===== src/sv/gntf_pkg.sv =====
`timescale 1ns / 1ps
// ----------------------------------------------------------------------------
// gntf_pkg: shared types for the gated nearest track heading fix unit
// Request, result and stored track records.
// ----------------------------------------------------------------------------
package gntf_pkg;

    localparam logic [1:0] FUNC_BOX   = 2'd0;
    localparam logic [1:0] FUNC_SWAP  = 2'd1;
    localparam logic [1:0] FUNC_CLEAR = 2'd2;

    localparam logic [31:0] GATE_RESET = 32'd41943;

    typedef struct packed {
        logic        [1:0]  func;
        logic signed [15:0] center_x;
        logic signed [15:0] center_y;
        logic signed [15:0] heading_x;
        logic signed [15:0] heading_y;
    } t_req;

    typedef struct packed {
        logic               matched;
        logic        [5:0]  match_index;
        logic               flipped;
        logic signed [15:0] out_heading_x;
        logic signed [15:0] out_heading_y;
        logic               overflow;
    } t_res;

    typedef struct packed {
        logic signed [15:0] cx;
        logic signed [15:0] cy;
        logic signed [15:0] hx;
        logic signed [15:0] hy;
    } t_track;

endpackage


===== src/sv/gntf_cell.sv =====
`timescale 1ns / 1ps
// ----------------------------------------------------------------------------
// gntf_cell: one slot of the track chain
// Holds one previous-frame track, which rotates along the chain, and one
// current-frame track, which is copied over on a frame swap.
// ----------------------------------------------------------------------------
module gntf_cell (
    input  logic              i_clk,
    input  logic              i_shift,
    input  logic              i_copy,
    input  logic              i_wr,
    input  gntf_pkg::t_track  i_shin,
    input  gntf_pkg::t_track  i_wdata,
    output gntf_pkg::t_track  o_prev
);
    import gntf_pkg::*;

    t_track r_prev;
    t_track r_cur;

    always_ff @(posedge i_clk) begin
        if (i_copy) begin
            r_prev <= r_cur;
        end else if (i_shift) begin
            r_prev <= i_shin;
        end
        if (i_wr) begin
            r_cur <= i_wdata;
        end
    end

    assign o_prev = r_prev;

endmodule


===== config.mk =====
export PLATFORM = sky130hd
export DESIGN_NAME = gntf_cell
export DESIGN_NICKNAME = d
export VERILOG_FILES = /design/src/sv/gntf_pkg.sv /design/src/sv/gntf_cell.sv
export SDC_FILE = /design/constraint.sdc
export NUM_CORES = 1
export LEC_CHECK = 0
export ABC_AREA = 1
export BUFFER_PORTS_ARGS = -buffer_cell sky130_fd_sc_hd__buf_2
export CORE_UTILIZATION = 51
export CTS_BUF_LIST = sky130_fd_sc_hd__clkbuf_8 sky130_fd_sc_hd__clkbuf_16
export DETAILED_ROUTE_END_ITERATION = 6
export PLACE_DENSITY = 0.84
export SLEW_MARGIN = 5
export SYNTH_ARGS = -nofsm -noshare
export SYNTH_HDL_FRONTEND = slang
export SYNTH_SLANG_ARGS = --single-unit

===== constraint.sdc =====
create_clock -name i_clk -period 2.7 [get_ports i_clk]
set_input_delay 0.54 -clock i_clk [delete_from_list [all_inputs] [get_ports i_clk]]
set_output_delay 0.54 -clock i_clk [all_outputs]
set_load 0.02 [all_outputs]

---- Word-level counts from Yosys, hierarchy flattened ----
Cells that the tools add are included.
storage, ports and cells
  register bits after elaboration ......... 128
  bits of input ports ..................... 132
  output and inout port bits .............. 64
  logic and storage cells ................. 11
operators by class
  multiplexer cells ....................... 2
  reductions and logical operators ........ 1
operators by type and width
  operator            count
  64-bit two-way mux  2
  2-bit nonzero test  1

---- Logic depth before layout (Yosys ltp) ----
Gate-level depths: netlist (run 1).
  word-level depth ........................ 2
  depth in mapped cells ................... 4
  depth with buffers taken out ............ 3

---- Worst setup path before layout (run 1) ----
Ideal clock, no wire load.
  path type ............................... in2reg
  start ................................... in i_copy
  end ..................................... reg r_prev, in the netlist o_prev[0], enable pin
  library setup time ...................... 0.394 ns
  data arrival time ....................... 1.507 ns
  data required time ...................... 2.306 ns
  path slack .............................. 0.799 ns
  stages .................................. 2
  buffers on the path ..................... 1
  cells stage by stage .................... buf_6 -> or2_2
on the way
  longest elaborated chain between the ends .. 1
RTL lines
  item                          line             source
  start, declared               gntf_cell.sv:10  input logic i_copy,
  2-bit nonzero test (no line)  --
  end signal, assigned          gntf_cell.sv:23  r_prev <= r_cur;
  end signal, assigned          gntf_cell.sv:25  r_prev <= i_shin;
  end, declared                 gntf_cell.sv:18  t_track r_prev;
Every way passes these cells.
A chain may end at the register's enable or synchronous reset.

---- Final worst setup path (run 1) ----
  start ................................... in i_copy
  end ..................................... reg r_prev, in the netlist o_prev[49], enable pin
Same word-level chain as after synthesis.

==> results.yml, run 1 <==
worst_hold_path:
  min-delay-start: "i_wdata[7]"
  hold_depth: 1
  hold_class: "in2reg"
  hold-path-endpoint: "r_cur[7]$_DFFE_PP_"
power:
  p_switching_mw: 1.119
  swShare_pct: 22.07
  internal_power_mw: 3.951
  power_frac_seq_pct: 48.1
  combPwrFrac_pct: 9.4
  vdd_drop_max_v: 0.0006221
  p_per_area_nw_per_um2: 805.0
  pwr-share-clk_pct: 42.5
  power.leakage_nw: 2.947
cells_and_area:
  multi_input_area_um2: 726.9
  nNetsFinal: 671
  drive_gt1_share_pct: 41.38
  final_util_pct: 71.53
  n_antenna_cell: 0
  final_area_um2: 6299
  nFillCells: 613
  area_delta_synth_final_pct: 34.67
  seq_area_um2: 3844
floorplanning:
  die-area_um2: 9558
  die_w_um: 97.77
  row_count: 34
  start_util_pct: 53.11
  dieHeight_um: 97.77
  io_pins: 196
  design.core.area_um2: 8806
cts:
  root_buffer: "clkbuf_8"
  cts_tree: "done"
  cts-resized-gates: 0
  clock_sinks: 128
  clkTransAtPathRegs_ps: 60
  clockBufferDepth: 2
  htreeDepth: 4
  post_cts_buffers: 0
  hold_buffers: 0
  numCtsBuffers: 17
  clock_latency_ps: 490
synthesis:
  synth_edf_count: 128
  avgSynthCellArea_um2: 13.96
  syn-cell-area_um2: 4677
  synth-main-ff-cell: "edfxtp_1"
  yosysWarningCount: 0
  synth_common_cells: "nand2_1 (192), edfxtp_1 (128), buf_2 (7)"
  async_flop_share_pct: 0
  yosysTopAreaCell: "edfxtp_1"
  ys_top_cells_by_area: "edfxtp_1 (82%), nand2_1 (15%), buf_6 (1.4%)"
  synth_cell_types: 6
  syn_nets: 467
  ys_seq_area_share_pct: 82.18
  synthCells: 335
  synth_most_common_cell: "nand2_1"
  yosysTopAreaCellShare_pct: 82.18
  yosys_register_bits: 128
timing:
  skew_ps: 6.412
  worstMarginPinSlew_ps: 1001
  hold_viol: 0
  fmax_ghz: 0.6038
  slew_headroom_pct: 33.29
  period_share_pct: 61.34
  finalMaxSlewViolations: 0
  rsz0062_at_grt: "false"
  final.setup.worst_slack_ps: 1044
  fin_crit_ps: 1656
  setup_viol: 0
  tns_ps: 0
critical_path:
  rr_startpoint: "r_cur[20]$_DFFE_PP_"
  worst_setup_path_end_kind: "register"
  critPathMaxFanout: 41
  start_kind: "primary input"
  crit_type: "in2reg"
  cp.arrival_ps: 1830
  worstReg2RegEnd: "o_prev[20]$_DFFE_PP_"
  r2r_cells: 2
  cp.required_ps: 2880
  ff2ff_setup_slack_ps: 1920
grt:
  antenna_found_initial: 0
  grt_max_degree: 65
  grt_first_pass_wirelength_mm: 14.26
  overflow: 0
  grt_usage_pct: 20.12
  grt_pass1_vias: 3055
place:
  detailed_place_hpwl_mm: 6.540
  placed_cell_area_um2: 5733
  portBuffers: 195
  dp_slack_ps: 520.2
  place_congestion: 0.8062
outcome:
  status: "complete, but fails checks"
  violations: "DRC"
route:
  totalWireLength_mm: 9.417
  dr.pass1.iters: 7
  routedWlPerCell_um: 14.29
  drt_iter0_drc: 143
  final_antenna_net_count: 0
  via_per_inst: 4.686
  route.detailed.drc: 18
  num_vias: 3088
flow_run:
  cap_violations: 0
cell usage in the layout, fill, tap and decap left out:
master / count
bufinv_16: 3
clkinv_1: 1
buf_2: 195
clkbuf_16: 16
clkinvlp_4: 1
clkinv_2: 5
nand2_1: 192
inv_1: 2
clkbuf_8: 1
buf_4: 1
clkinv_4: 2
or2_2: 1
buf_12: 2
edfxtp_1: 128
inv_2: 1
worst max path at each step:
stage,startpoint,end,cells after the start
2_1_floorplan,i_copy,o_prev[0]$_DFFE_PP_,2
3_3_place_gp,i_copy,o_prev[44]$_DFFE_PP_,3
3_5_place_dp,i_copy,o_prev[32]$_DFFE_PP_,3
4_1_cts,i_copy,o_prev[49]$_DFFE_PP_,3
5_1_grt,i_copy,o_prev[49]$_DFFE_PP_,3
6_report,i_copy,o_prev[49]$_DFFE_PP_,3
cell type report:
class                      count  area share [%]
clock inverter                14           2.404
sequential                   128           61.03
multi-input combinational    193           11.54
clock buffer                  17           6.575
tap                          108           2.145
inverter                       1         0.05959
timing repair buffer         198           16.25
flip-flops by register name (all words and copies together) (netlist names):
| signal | flops |
|---|---|
| o_prev | 64 |
| r_cur | 64 |
kinds of logic (layout without fill, tap and decap cells):
kind of cell / Yosys count / in the layout / synth area share, %
AND/OR/NAND/NOR: 193 / 193 / 15.54
flip-flops: 128 / 128 / 82.18
buffers and inverters: 14 / 230 / 2.274
power by group through the flow:
stage	clock (mW)	combinational, mW	sequential (mW)
finish	2.15	0.478	2.44
global route	2.27	0.518	2.45
CTS	2.18	0.482	2.44
detailed placement	0	0.481	2.48
global placement	0	0.469	2.47
floorplan	0	0.118	2.61
routing by layer:
metal	track usage [%]	share of wire (%)	up-vias
li1	-	-	1542
met1	22.14	37	1393
met2	35.19	53	136
met3	5.798	7.4	17
met4	11.19	2.1	0
met5	0	0	-
worst max-delay path: stages:
cell and delay (ps):
buf_2 380, or2_2 560, buf_12 310
metrics by stage:
| step | total power [mW] | hold slack, ps | cells |
|---|---|---|---|
| 4_1_cts | 5.107 | 191.6 | 659 |
| 2_1_floorplan | 2.723 | 490.5 | 335 |
| 5_1_grt | 5.236 | 187.3 | 659 |
| 3_3_place_gp | 2.939 | 500.0 | 628 |
| 6_report | 5.070 | 219.8 | 659 |
| 3_5_place_dp | 2.959 | 500.8 | 628 |
No activity file was read; power rests on OpenSTA's default activity.
==> run 2: changes to the inputs <==
--- a/config.mk
+++ b/config.mk
@@ -7,10 +7,10 @@
 export LEC_CHECK = 0
 export ABC_AREA = 1
 export BUFFER_PORTS_ARGS = -buffer_cell sky130_fd_sc_hd__buf_2
-export CORE_UTILIZATION = 51
+export CORE_UTILIZATION = 43
 export CTS_BUF_LIST = sky130_fd_sc_hd__clkbuf_8 sky130_fd_sc_hd__clkbuf_16
 export DETAILED_ROUTE_END_ITERATION = 6
-export PLACE_DENSITY = 0.84
+export PLACE_DENSITY = 0.76
 export SLEW_MARGIN = 5
 export SYNTH_ARGS = -nofsm -noshare
 export SYNTH_HDL_FRONTEND = slang
==> constraint.sdc (replaced) <==
create_clock -name i_clk -period 1.5 [get_ports i_clk]
set_input_delay 0.3 -clock i_clk [delete_from_list [all_inputs] [get_ports i_clk]]
set_output_delay 0.3 -clock i_clk [all_outputs]
set_load 0.02 [all_outputs]
==> run 2 against run 1 <==
  * Sequential cell count did not move
  * Sequential share of layout area fell by 6.3 points
  * Register-to-register slack got worse by 1200 ps
  * Via count rose by 10%
  * Routed wire length rose by 19%
  * First-iteration DRC count rose by 13%
  * The flow now finishes without violations
  * Clock skew rose by 4.3 ps
==> results.yml, run 2 (synthesis results as in run 1) <==
floorplanning:
  design.core.area_um2: 10420
  io_pins: 196
  row_count: 37
  start_util_pct: 44.90
  die_w_um: 106.3
  die-area_um2: 11300
  dieHeight_um: 106.3
critical_path:
  slowest_stage: "edfxtp_1"
  path_cells: "buf_2"
  start_kind: "register"
  worst_path_dominant_cell_family: "flip-flops"
  worst_setup_path_end_kind: "primary output"
  critPathMaxFanout: 1
  cpPeakStageDelay_ps: 400
  cp.required_ps: 1200
  cp.arrival_ps: 1090
  path_buf_inv: 1
  crit_type: "reg2out"
  ff2ff_setup_slack_ps: 710
cts:
  clkTransAtPathRegs_ps: 60
  clock_sinks: 128
  clockBufferDepth: 2
  cts_tree: "done"
  root_buffer: "clkbuf_8"
  htreeDepth: 4
  clock_latency_ps: 510
  cts-resized-gates: 0
  numCtsBuffers: 17
cells_and_area:
  area_delta_synth_final_pct: 50.27
  final_common_cell: "buf_2"
  mostFrequentLayoutCells: "buf_2 (195), nand2_1 (192), edfxtp_1 (128)"
  nFillCells: 752
  n_antenna_cell: 0
  nNetsFinal: 737
  drive_gt1_share_pct: 37.22
  final_util_pct: 67.47
  fin_cells: 754
timing:
  slew_headroom_pct: 41.03
  finalMaxSlewViolations: 0
  hold_viol: 0
  worstMarginPinSlew_ps: 884.5
  rsz0062_at_grt: "false"
  final.setup.worst_slack_ps: 110.9
  setup_viol: 0
  tns_ps: 0
  fmax_ghz: 0.7199
  period_share_pct: 92.61
  skew_ps: 10.74
  fin_crit_ps: 1389
power:
  p_per_area_nw_per_um2: 1372
  power.leakage_nw: 3.238
  p_total_mw: 9.640
  vdd_drop_max_v: 0.0007188
grt:
  antenna_found_initial: 0
  grt_max_degree: 65
  grt_pass1_vias: 3647
  overflow: 0
  grt_first_pass_wirelength_mm: 17.26
  grt_usage_pct: 20.92
place:
  dpl.cell_count: 658
  detailed_place_hpwl_mm: 6.684
  place_congestion: 0.7501
  portBuffers: 195
  dp_slack_ps: -50.76
route:
  final_antenna_net_count: 0
  dr.pass1.iters: 4
  route.detailed.drc: 0
  drt_iter0_drc: 161
  via_per_inst: 4.513
  totalWireLength_mm: 11.21
  num_vias: 3403
  routedWlPerCell_um: 14.87
worst_hold_path:
  hold_class: "in2reg"
outcome:
  status: "finished, final reports clean"
flow_run:
  cap_violations: 0
run 2: changes by cell type in the layout (fill, tap and decap cells not counted), sizes merged:
cell         before  now
clkinvlp          1    2
dlygate4sd3       0   64
clkinv            8    6
bufinv            3    5
buf             198  200
run 2: worst paths after layout:
kind,cells after the start,start,endpoint
hold / removal,3,i_shin[14],o_prev[14]$_DFFE_PP_
setup reg to reg,2,r_cur[36]$_DFFE_PP_,o_prev[36]$_DFFE_PP_
hold reg to reg,2,r_cur[34]$_DFFE_PP_,o_prev[34]$_DFFE_PP_
setup / recovery,1,o_prev[38]$_DFFE_PP_,o_prev[38]
run 2: area by class of cell:
| type | count | area [um^2] | share of cell area, % |
|---|---|---|---|
| clock buffer | 17 | 414.1 | 5.893 |
| clock inverter | 15 | 200.2 | 2.848 |
| inverter | 1 | 3.754 | 0.05341 |
| multi-input combinational | 193 | 729.5 | 10.38 |
| sequential | 128 | 3844 | 54.69 |
| tap | 136 | 170.2 | 2.421 |
| timing repair buffer | 264 | 1667 | 23.71 |
run 2: power breakdown:
group	total (mW)	internal [mW]	switching, mW
Clock	4.24	2.82	1.41
Combinational	1.00	0.421	0.581
Sequential	4.40	4.31	0.0876
run 2: per-stage QoR:
stage	hold WS [ps]	area, um^2
floorplan	398.9	4679
global placement	476.2	5773
detailed placement	478.1	5773
CTS	21.84	7028
global route	39.63	7028
finish	47.49	7028
run 2: metal layers:
layer / routed length, um / GRT usage [%]
met5: 0 / 0
met4: 341 / 12.50
met3: 524 / 5.273
met2: 6253 / 38.40
met1: 4092 / 21.21
run 2: repair_timing:
action	in CTS	in global routing
setup buffers	0	0
hold buffers	64	0
endpoints found under the hold margin	64	0
setup endpoints to repair	0	0
